### config.mk
export PLATFORM = sky130hd
export DESIGN_NAME = switch_frame_receiver
export DESIGN_NICKNAME = d
export VERILOG_FILES = /design/src/hw/rtl/sfr_pkg.sv /design/src/hw/rtl/sfr_in_stage.sv /design/src/hw/rtl/sfr_deframer.sv /design/src/hw/rtl/sfr_out_stage.sv /design/src/hw/rtl/switch_frame_receiver.sv
export SDC_FILE = /design/constraint.sdc
export NUM_CORES = 1
export LEC_CHECK = 0
export ABC_AREA = 1
export BUFFER_PORTS_ARGS = -buffer_cell sky130_fd_sc_hd__buf_2
export CORE_ASPECT_RATIO = 1.75
export CORE_MARGIN = 2
export CORE_UTILIZATION = 35
export DETAILED_ROUTE_END_ITERATION = 6
export GPL_TIMING_DRIVEN = 0
export SLEW_MARGIN = 40
export SYNTH_ARGS = -nofsm -noshare
export SYNTH_HDL_FRONTEND = slang
export SYNTH_SLANG_ARGS = --single-unit
### constraint.sdc
create_clock -name clk -period 2.7 [get_ports clk]
set_input_delay 0.135 -clock clk [delete_from_list [all_inputs] [get_ports clk]]
set_output_delay 0.135 -clock clk [all_outputs]
set_load 0.02 [all_outputs]
### src/hw/rtl/sfr_pkg.sv
package sfr_pkg;

	// Header byte layout: bits 6..4 carry a fixed pattern, bits 3..0 the length.
	localparam logic [7:0] HDR_FIXED_MASK  = 8'b0111_0000;
	localparam logic [7:0] HDR_FIXED_VALUE = 8'b0010_0000;
	localparam logic [7:0] HDR_LEN_MASK    = 8'b0000_1111;

	// Configuration register indexes.
	localparam logic CFG_MAX_LEN   = 1'b0;
	localparam logic CFG_BUTTON_ID = 1'b1;

	localparam logic [3:0] MAX_LEN_RESET   = 4'd15;
	localparam logic [7:0] BUTTON_ID_RESET = 8'd0;

	// Input action codes.
	localparam logic ACT_BYTE    = 1'b0;
	localparam logic ACT_TIMEOUT = 1'b1;

	typedef enum logic [2:0] {
		KIND_PAYLOAD    = 3'd0,
		KIND_EMPTY_DONE = 3'd1,
		KIND_RESET      = 3'd2,
		KIND_BAD_HEADER = 3'd3,
		KIND_TIMEOUT    = 3'd4
	} kind_t;

	typedef enum logic [2:0] {
		PH_HUNT    = 3'b001,
		PH_SERVICE = 3'b010,
		PH_PAYLOAD = 3'b100
	} phase_t;

	typedef struct packed {
		logic       action;
		logic [7:0] rx_byte;
	} item_t;

	typedef struct packed {
		kind_t      kind;
		logic [7:0] service_id;
		logic [3:0] byte_index;
		logic [7:0] payload_byte;
		logic       last;
		logic [7:0] button_changed;
		logic [7:0] buttons_now;
	} result_t;

	typedef struct packed {
		logic [3:0] max_len;
		logic [7:0] button_id;
	} cfg_t;

endpackage

### src/hw/rtl/sfr_in_stage.sv
// Input register: holds one accepted transaction until the deframer consumes it.
module sfr_in_stage (
	input  logic              clk,
	input  logic              arst_n,
	input  logic              in_valid,
	output logic              in_ready,
	input  sfr_pkg::item_t    item,
	input  logic              advance,
	output logic              valid_s1,
	output sfr_pkg::item_t    item_s1
);

	assign in_ready = !valid_s1 || advance;

	always_ff @(posedge clk or negedge arst_n) begin
		if (!arst_n) begin
			valid_s1 <= 1'b0;
		end else if (in_ready) begin
			valid_s1 <= in_valid;
		end
	end

	always_ff @(posedge clk) begin
		if (in_ready && in_valid) begin
			item_s1 <= item;
		end
	end

endmodule

### src/hw/rtl/sfr_deframer.sv
// Frame state and the single-pass decode of one registered item.
module sfr_deframer (
	input  logic              clk,
	input  logic              arst_n,
	input  sfr_pkg::cfg_t     cfg,
	input  logic              step,
	input  sfr_pkg::item_t    item_s1,
	output logic              has_result,
	output sfr_pkg::result_t  result
);

	sfr_pkg::phase_t phase_q, phase_nx;
	logic [3:0] frame_len_q, frame_len_nx;
	logic [3:0] seen_q, seen_nx;
	logic [7:0] service_q, service_nx;
	logic [7:0] pending_q, pending_nx;
	logic [7:0] buttons_q, buttons_nx;

	logic [7:0] b;
	logic [3:0] hdr_len;
	logic       hdr_ok;
	logic [3:0] idx;
	logic       is_button;
	logic       done;

	assign b         = item_s1.rx_byte;
	assign hdr_len   = 4'(b & sfr_pkg::HDR_LEN_MASK);
	assign hdr_ok    = ((b & sfr_pkg::HDR_FIXED_MASK) == sfr_pkg::HDR_FIXED_VALUE)
		&& (hdr_len <= cfg.max_len) && ((^b[6:0]) == b[7]);
	assign idx       = seen_q - 4'd1;
	assign is_button = (service_q == cfg.button_id);

	always_comb begin
		phase_nx     = phase_q;
		frame_len_nx = frame_len_q;
		seen_nx      = seen_q;
		service_nx   = service_q;
		pending_nx   = pending_q;
		buttons_nx   = buttons_q;
		has_result   = 1'b0;
		done         = 1'b0;
		result       = '0;
		result.kind  = sfr_pkg::KIND_PAYLOAD;

		if (item_s1.action == sfr_pkg::ACT_TIMEOUT) begin
			phase_nx = sfr_pkg::PH_HUNT;
			if (phase_q == sfr_pkg::PH_SERVICE || phase_q == sfr_pkg::PH_PAYLOAD) begin
				has_result  = 1'b1;
				result.kind = sfr_pkg::KIND_TIMEOUT;
				if (phase_q == sfr_pkg::PH_PAYLOAD) begin
					result.service_id = service_q;
				end
			end
		end else begin
			case (phase_q)
				sfr_pkg::PH_SERVICE: begin
					service_nx = b;
					seen_nx    = 4'd1;
					if (frame_len_q <= 4'd1) begin
						phase_nx          = sfr_pkg::PH_HUNT;
						has_result        = 1'b1;
						result.kind       = sfr_pkg::KIND_EMPTY_DONE;
						result.service_id = b;
						result.last       = 1'b1;
					end else begin
						phase_nx = sfr_pkg::PH_PAYLOAD;
					end
				end
				sfr_pkg::PH_PAYLOAD: begin
					if (idx == 4'd0 && is_button) begin
						pending_nx = b;
					end
					seen_nx = seen_q + 4'd1;
					done    = (seen_nx >= frame_len_q);
					has_result          = 1'b1;
					result.kind         = sfr_pkg::KIND_PAYLOAD;
					result.service_id   = service_q;
					result.byte_index   = idx;
					result.payload_byte = b;
					result.last         = done;
					if (done) begin
						phase_nx = sfr_pkg::PH_HUNT;
						if (is_button) begin
							result.button_changed = pending_nx ^ buttons_q;
							buttons_nx            = pending_nx;
						end
					end
				end
				default: begin
					phase_nx = sfr_pkg::PH_HUNT;
					if (!hdr_ok) begin
						has_result  = 1'b1;
						result.kind = sfr_pkg::KIND_BAD_HEADER;
					end else if (hdr_len == 4'd0) begin
						has_result  = 1'b1;
						result.kind = sfr_pkg::KIND_RESET;
						result.last = 1'b1;
					end else begin
						frame_len_nx = hdr_len;
						seen_nx      = 4'd0;
						phase_nx     = sfr_pkg::PH_SERVICE;
					end
				end
			endcase
		end
		result.buttons_now = buttons_nx;
	end

	always_ff @(posedge clk or negedge arst_n) begin
		if (!arst_n) begin
			phase_q     <= sfr_pkg::PH_HUNT;
			frame_len_q <= '0;
			seen_q      <= '0;
			service_q   <= '0;
			pending_q   <= '0;
			buttons_q   <= '0;
		end else if (step) begin
			phase_q     <= phase_nx;
			frame_len_q <= frame_len_nx;
			seen_q      <= seen_nx;
			service_q   <= service_nx;
			pending_q   <= pending_nx;
			buttons_q   <= buttons_nx;
		end
	end

	// A timeout always drops the receiver back to header hunting.
	a_timeout_hunts: assert property (@(posedge clk) disable iff (!arst_n)
		step && item_s1.action == sfr_pkg::ACT_TIMEOUT |=> phase_q == sfr_pkg::PH_HUNT)
		else $error("timeout did not return to hunting");

	// The button state moves only on the completing byte of a frame.
	a_buttons_on_done: assert property (@(posedge clk) disable iff (!arst_n)
		!(step && done) |=> $stable(buttons_q))
		else $error("button state changed outside frame completion");

	// A changed-bit mask is only reported on a completing payload byte.
	a_changed_on_last: assert property (@(posedge clk) disable iff (!arst_n)
		has_result && result.button_changed != 8'd0 |->
			result.last && result.kind == sfr_pkg::KIND_PAYLOAD)
		else $error("button change reported off frame completion");

endmodule

### src/hw/rtl/sfr_out_stage.sv
// Result register: one slot, refilled in the same cycle it is drained.
module sfr_out_stage (
	input  logic              clk,
	input  logic              arst_n,
	input  logic              load,
	input  sfr_pkg::result_t  result,
	output logic              can_load,
	output logic              out_valid,
	input  logic              out_ready,
	output sfr_pkg::result_t  result_q
);

	logic valid_q;

	assign can_load  = !valid_q || out_ready;
	assign out_valid = valid_q;

	always_ff @(posedge clk or negedge arst_n) begin
		if (!arst_n) begin
			valid_q <= 1'b0;
		end else if (can_load) begin
			valid_q <= load;
		end
	end

	always_ff @(posedge clk) begin
		if (can_load && load) begin
			result_q <= result;
		end
	end

endmodule

### src/hw/rtl/switch_frame_receiver.sv
// Channel   Handshake              Payload
// in        in_valid / in_ready    action, rx_byte
// out       out_valid / out_ready  kind, service_id, byte_index, payload_byte, last,
//                                  button_changed, buttons_now
// cfg       cfg_valid / cfg_ready  cfg_index, cfg_data
//
// One transaction per clock is sustained while the result register has room; an
// accepted item is held in the input register and its result then in the result register.
// An item leaves the input register only when the result register has room, even
// if it makes no result; a stalled output thus holds it and in_ready falls.
// arst_n clears the frame state, the button state and both valid flags; the
// configuration returns to a length limit of 15 and button service id 0.
module switch_frame_receiver (
	input  logic       clk,
	input  logic       arst_n,

	input  logic       in_valid,
	output logic       in_ready,
	input  logic       action,
	input  logic [7:0] rx_byte,

	output logic       out_valid,
	input  logic       out_ready,
	output logic [2:0] kind,
	output logic [7:0] service_id,
	output logic [3:0] byte_index,
	output logic [7:0] payload_byte,
	output logic       last,
	output logic [7:0] button_changed,
	output logic [7:0] buttons_now,

	input  logic       cfg_valid,
	output logic       cfg_ready,
	input  logic       cfg_index,
	input  logic [7:0] cfg_data
);

	sfr_pkg::cfg_t    cfg_q;
	sfr_pkg::item_t   item_in;
	sfr_pkg::item_t   item_s1;
	sfr_pkg::result_t result;
	sfr_pkg::result_t result_q;
	logic             valid_s1;
	logic             advance;
	logic             can_load;
	logic             has_result;

	// Configuration is to be written only while the receiver is idle; the block itself
	// does not enforce this. cfg_ready is tied high, so writes are always taken at once.
	assign cfg_ready = 1'b1;

	always_ff @(posedge clk or negedge arst_n) begin
		if (!arst_n) begin
			cfg_q.max_len   <= sfr_pkg::MAX_LEN_RESET;
			cfg_q.button_id <= sfr_pkg::BUTTON_ID_RESET;
		end else if (cfg_valid && cfg_ready) begin
			case (cfg_index)
				sfr_pkg::CFG_MAX_LEN:   cfg_q.max_len   <= cfg_data[3:0];
				sfr_pkg::CFG_BUTTON_ID: cfg_q.button_id <= cfg_data;
				default: ;
			endcase
		end
	end

	assign item_in.action  = action;
	assign item_in.rx_byte = rx_byte;

	// The held item moves on when the result register can take whatever it makes.
	assign advance = valid_s1 && can_load;

	sfr_in_stage u_in (
		.clk      (clk),
		.arst_n   (arst_n),
		.in_valid (in_valid),
		.in_ready (in_ready),
		.item     (item_in),
		.advance  (advance),
		.valid_s1 (valid_s1),
		.item_s1  (item_s1)
	);

	sfr_deframer u_deframer (
		.clk        (clk),
		.arst_n     (arst_n),
		.cfg        (cfg_q),
		.step       (advance),
		.item_s1    (item_s1),
		.has_result (has_result),
		.result     (result)
	);

	sfr_out_stage u_out (
		.clk       (clk),
		.arst_n    (arst_n),
		.load      (advance && has_result),
		.result    (result),
		.can_load  (can_load),
		.out_valid (out_valid),
		.out_ready (out_ready),
		.result_q  (result_q)
	);

	assign kind           = result_q.kind;
	assign service_id     = result_q.service_id;
	assign byte_index     = result_q.byte_index;
	assign payload_byte   = result_q.payload_byte;
	assign last           = result_q.last;
	assign button_changed = result_q.button_changed;
	assign buttons_now    = result_q.buttons_now;

endmodule
==> flow_summary.toml <==
[run_status]
run_status = "finished clean"

[placed_design]
gpl_wtd_cong = 0.904
postPlaceCellArea_um2 = 5290
portBuffers = 64
post-dp-hpwl_mm = 8.52

[synthesis]
seq_area_frac_synth_pct = 57.2
postSynthNetCount = 555
mappedNetlistArea_um2 = 4730
synth.distinct_cells = 34
ys_seq_elements = 98
syn_area_per_cell_um2 = 9.13
yosysWarningCount = 0
postSynthCellCount = 518

[finish]
total_area_of_multi_input_combinational_cells_um2 = 1710
fin_nets = 641
post-route-cell-area_um2 = 5720
final-seq-area_um2 = 2710
flow.area_growth_from_synthesis_pct = 20.9
final_layout_size_suffix_gt1_share_pct = 18.1
antenna_cells_inserted = 0
fillerInstances = 1338

[critical_path]
worstRegToRegCells = 11
critical-path-slowest-cell = "sky130_fd_sc_hd__dfrtp_2"
crit_family = "simple AND/OR/NAND/NOR gates"
timing.critical_path.required_ns = 2.81
crit_path_start_kind = "flop"
critPathMaxFanout = 8
critical_path.n_buffers_inverters = 2
worstSetupPathDepth = 11
critical_path.cell_chain = "inv_1 > ha_1 > ha_1 > inv_1 > o21bai_1 > nand2_1 > nand3_2 > nand3_1 > nor2_4 > nand3_1 > and2_1"
end_kind = "flop"
worstPathArrival_ns = 2.60
timing.critical_path.slowest_cell_delay_ns = 0.45
setup.worst_path.class = "reg2reg"

[pwr]
p_per_area_nw_per_um2 = 783
post-layout-total-power_w = 0.00448
p_clk_share_pct = 31.0
switching_share_pct = 32.8
power.ir.vdd_worst_mv = 0.362
register_share_of_total_power_pct = 44.6
power.combinational.fraction_pct = 24.4
total_switching_power_w = 0.00147
cell_internal_pwr_w = 0.00301
power.leakage_nw = 2.71

[floorplan]
fp.dieH_um = 158
top_level_ports = 66
start_util_pct = 35.5
die_width_um = 91.9
design.core.area_um2 = 13300
die-area_um2 = 14500
fp-row-count = 56

[min_path]
holdCritPathClass = "in2reg"
min_delay_path_depth = 3

[detailed_routing]
drt_pre_antenna_iters = 5
wire_length_after_detailed_routing_mm = 11.3
post_drt_wl_per_cell_um = 14.4
via_per_inst = 4.83
routed_vias = 3779
final_antenna_net_count = 0
drc_errors = 0
drt_iter0_drc = 151

[clock_network]
htreeDepth = 3
cts.sinks = 98
worstSkewPairLatency_ns = 0.35
cts_buffers = 9
cts.root.buffer_cell = "sky130_fd_sc_hd__clkbuf_16"
post_cts.repair.setup_buffers = 0
clk_pin_slew_worst_paths_ns = 0.07
tritoncts = "yes"
cts.path.max_buffers = 2

[global_routing]
vias_in_the_first_global_route = 3530
global_route_wire_length_before_repair_mm = 17.5
globalRoute.totalOverflow = 0
grt_max_degree = 50
grt_usage_pct = 15.7
antenna_found_initial = 0

[timing]
timing.final.crit_share_pct = 92.4
maxClockFrequency_mhz = 401
worst_margin_pin_slew_ns = 0.651
setup_viol_count_final = 0
finalHoldViolations = 0
slew_violations = 0
final.min_clock_period_ns = 2.49
setup_repair_after_global_routing_missed_its_margin = "false"
clock-skew-final_ns = 0.00911
slew_headroom_pct = 56.6

[job]
timing.max_cap.violations = 0
-- kinds of logic (layout without fill, tap and decap cells) --
family | after synthesis | after routing | synth area share (%)
compound gates | 66 | 66 | 7.94
xor+xnor | 5 | 5 | 0.927
fa+ha+maj | 14 | 14 | 3.71
buf+inv | 83 | 174 | 6.78
flops | 98 | 98 | 57.2
other cells | 1 | 1 | 0.0793
simple gates | 251 | 251 | 23.4
-- final timing paths --
kind                       slack, ns               startpoint                      end
setup / recovery                0.21     u_deframer.seen_q[0]        u_out.result_q[0]
hold / removal                  0.02              cfg_data[1]                 cfg_q[9]
setup reg to reg                0.21     u_deframer.seen_q[0]        u_out.result_q[0]
hold reg to reg                 0.49  u_deframer.buttons_q[0]  u_deframer.buttons_q[0]
max in group asynchronous       1.87                   arst_n     u_deframer.seen_q[0]
min in group asynchronous       0.36                   arst_n                 cfg_q[2]
-- cell usage in the layout (no fill, tap or decap), types with 2 or more instances in the layout --
master,instances
sky130_fd_sc_hd__a31oi_1,8
sky130_fd_sc_hd__edfxtp_1,49
sky130_fd_sc_hd__nor2_4,3
sky130_fd_sc_hd__inv_1,67
sky130_fd_sc_hd__clkinv_1,2
sky130_fd_sc_hd__dfrtp_1,43
sky130_fd_sc_hd__clkinvlp_4,2
sky130_fd_sc_hd__clkbuf_16,9
sky130_fd_sc_hd__nor3_1,3
sky130_fd_sc_hd__nand2_1,141
sky130_fd_sc_hd__and2_1,8
sky130_fd_sc_hd__ha_1,14
sky130_fd_sc_hd__buf_4,2
sky130_fd_sc_hd__o32ai_1,8
sky130_fd_sc_hd__dlygate4sd3_1,10
sky130_fd_sc_hd__buf_2,67
sky130_fd_sc_hd__nand2_2,3
sky130_fd_sc_hd__bufinv_16,2
sky130_fd_sc_hd__nand3_1,38
sky130_fd_sc_hd__xor2_1,3
sky130_fd_sc_hd__nand4_1,3
sky130_fd_sc_hd__nand3_2,3
sky130_fd_sc_hd__nor2_2,2
sky130_fd_sc_hd__o21ai_0,26
sky130_fd_sc_hd__xnor2_1,2
sky130_fd_sc_hd__dfstp_2,5
sky130_fd_sc_hd__nor2_1,41
sky130_fd_sc_hd__inv_2,6
sky130_fd_sc_hd__a21oi_1,22
sky130_fd_sc_hd__nand3b_1,3
sky130_fd_sc_hd__clkbuf_1,3
-- power by group through the flow --
stage	Combinational, W	Clock (W)	Sequential (W)
2_1_floorplan	0.000658	0	0.00209
3_3_place_gp	0.00103	0	0.00201
3_5_place_dp	0.00108	0	0.00202
4_1_cts	0.00110	0.00141	0.00199
5_1_grt	0.00123	0.00146	0.00202
6_report	0.00109	0.00139	0.00199
-- registers in the layout, indices dropped and copies added, names as in the netlist --
name / cells
u_out.out_valid: 1
u_deframer.frame_len_q: 4
u_in.item_s1: 9
u_out.result_q: 40
u_deframer.seen_q: 4
u_in.valid_s1: 1
cfg_q: 12
u_deframer.pending_q: 8
u_deframer.phase_q: 3
u_deframer.buttons_q: 8
u_deframer.service_q: 8
-- area by class of cell --
class	instances	area share, %
Tap cell	174	3.81
Buffer	8	0.678
Clock buffer	10	4.01
Sequential cell	98	47.3
Clock inverter	6	1.55
Multi-Input combinational cell	337	30.0
Timing Repair Buffer	75	7.75
Inverter	75	4.92
-- repair_timing --
action,4_1_cts,5_1_grt
endpoints found under the setup margin,8,13
pin swaps,0,1
hold buffers,10,0
endpoints found under the hold margin,53,0
resized for setup,1,2
-- worst register-to-register path, cell delays in order (launching register included) --
cell and delay [ns]:
sky130_fd_sc_hd__dfrtp_2 0.45, sky130_fd_sc_hd__inv_1 0.10, sky130_fd_sc_hd__ha_1 0.35, sky130_fd_sc_hd__ha_1 0.31, sky130_fd_sc_hd__inv_1 0.04, sky130_fd_sc_hd__o21bai_1 0.11, sky130_fd_sc_hd__nand2_1 0.08, sky130_fd_sc_hd__nand3_2 0.13
sky130_fd_sc_hd__nand3_1 0.14, sky130_fd_sc_hd__nor2_4 0.25, sky130_fd_sc_hd__nand3_1 0.13, sky130_fd_sc_hd__and2_1 0.17
-- cell usage after synthesis, drive strengths merged --
cell    count  area share [%]
buf         6            0.66
edfxtp     49              31
conb        1           0.079
a21oi      22             2.3
xnor2       2            0.37
nand3      42             4.9
dfrtp      44              23
and3        1            0.13
o21bai      1            0.16
nor3        4            0.66
nor2       46             4.1
a211oi      1            0.16
and2        8             1.1
nand2     144              12
dfstp       5             2.8
clkbuf      2            0.16
o21ai      26             2.8
nand4       3            0.40
nand3b      3            0.48
inv        73             5.8
a31oi       8             1.1
clkinv      2            0.16
o32ai       8             1.5
xor2        3            0.56
ha         14             3.7
-- routing by layer --
layer  up-vias  part of all wire [%]  track usage, %
li1       1863                     -               -
met1      1793                    37            16.3
met2       100                    56            30.6
met3        23                   4.1            2.86
met4         0                   2.9            6.75
met5         -                     0               0
-- per-stage QoR --
step                      utilization, %  setup TNS (ns)  setup slack, ns  hold WS, ns  std cells
after floorplan                        -               0            0.172       -0.161        518
after global placement              39.5          -18.08           -0.452        0.315        756
after detailed placement            39.7          -0.422          -0.0744        0.207        757
after CTS                           42.9               0           0.0284       0.0141        783
after global routing                42.9               0           0.0213       0.0428        783
final                               42.9               0            0.206       0.0176        783
(Power assumes the default switching activity.)
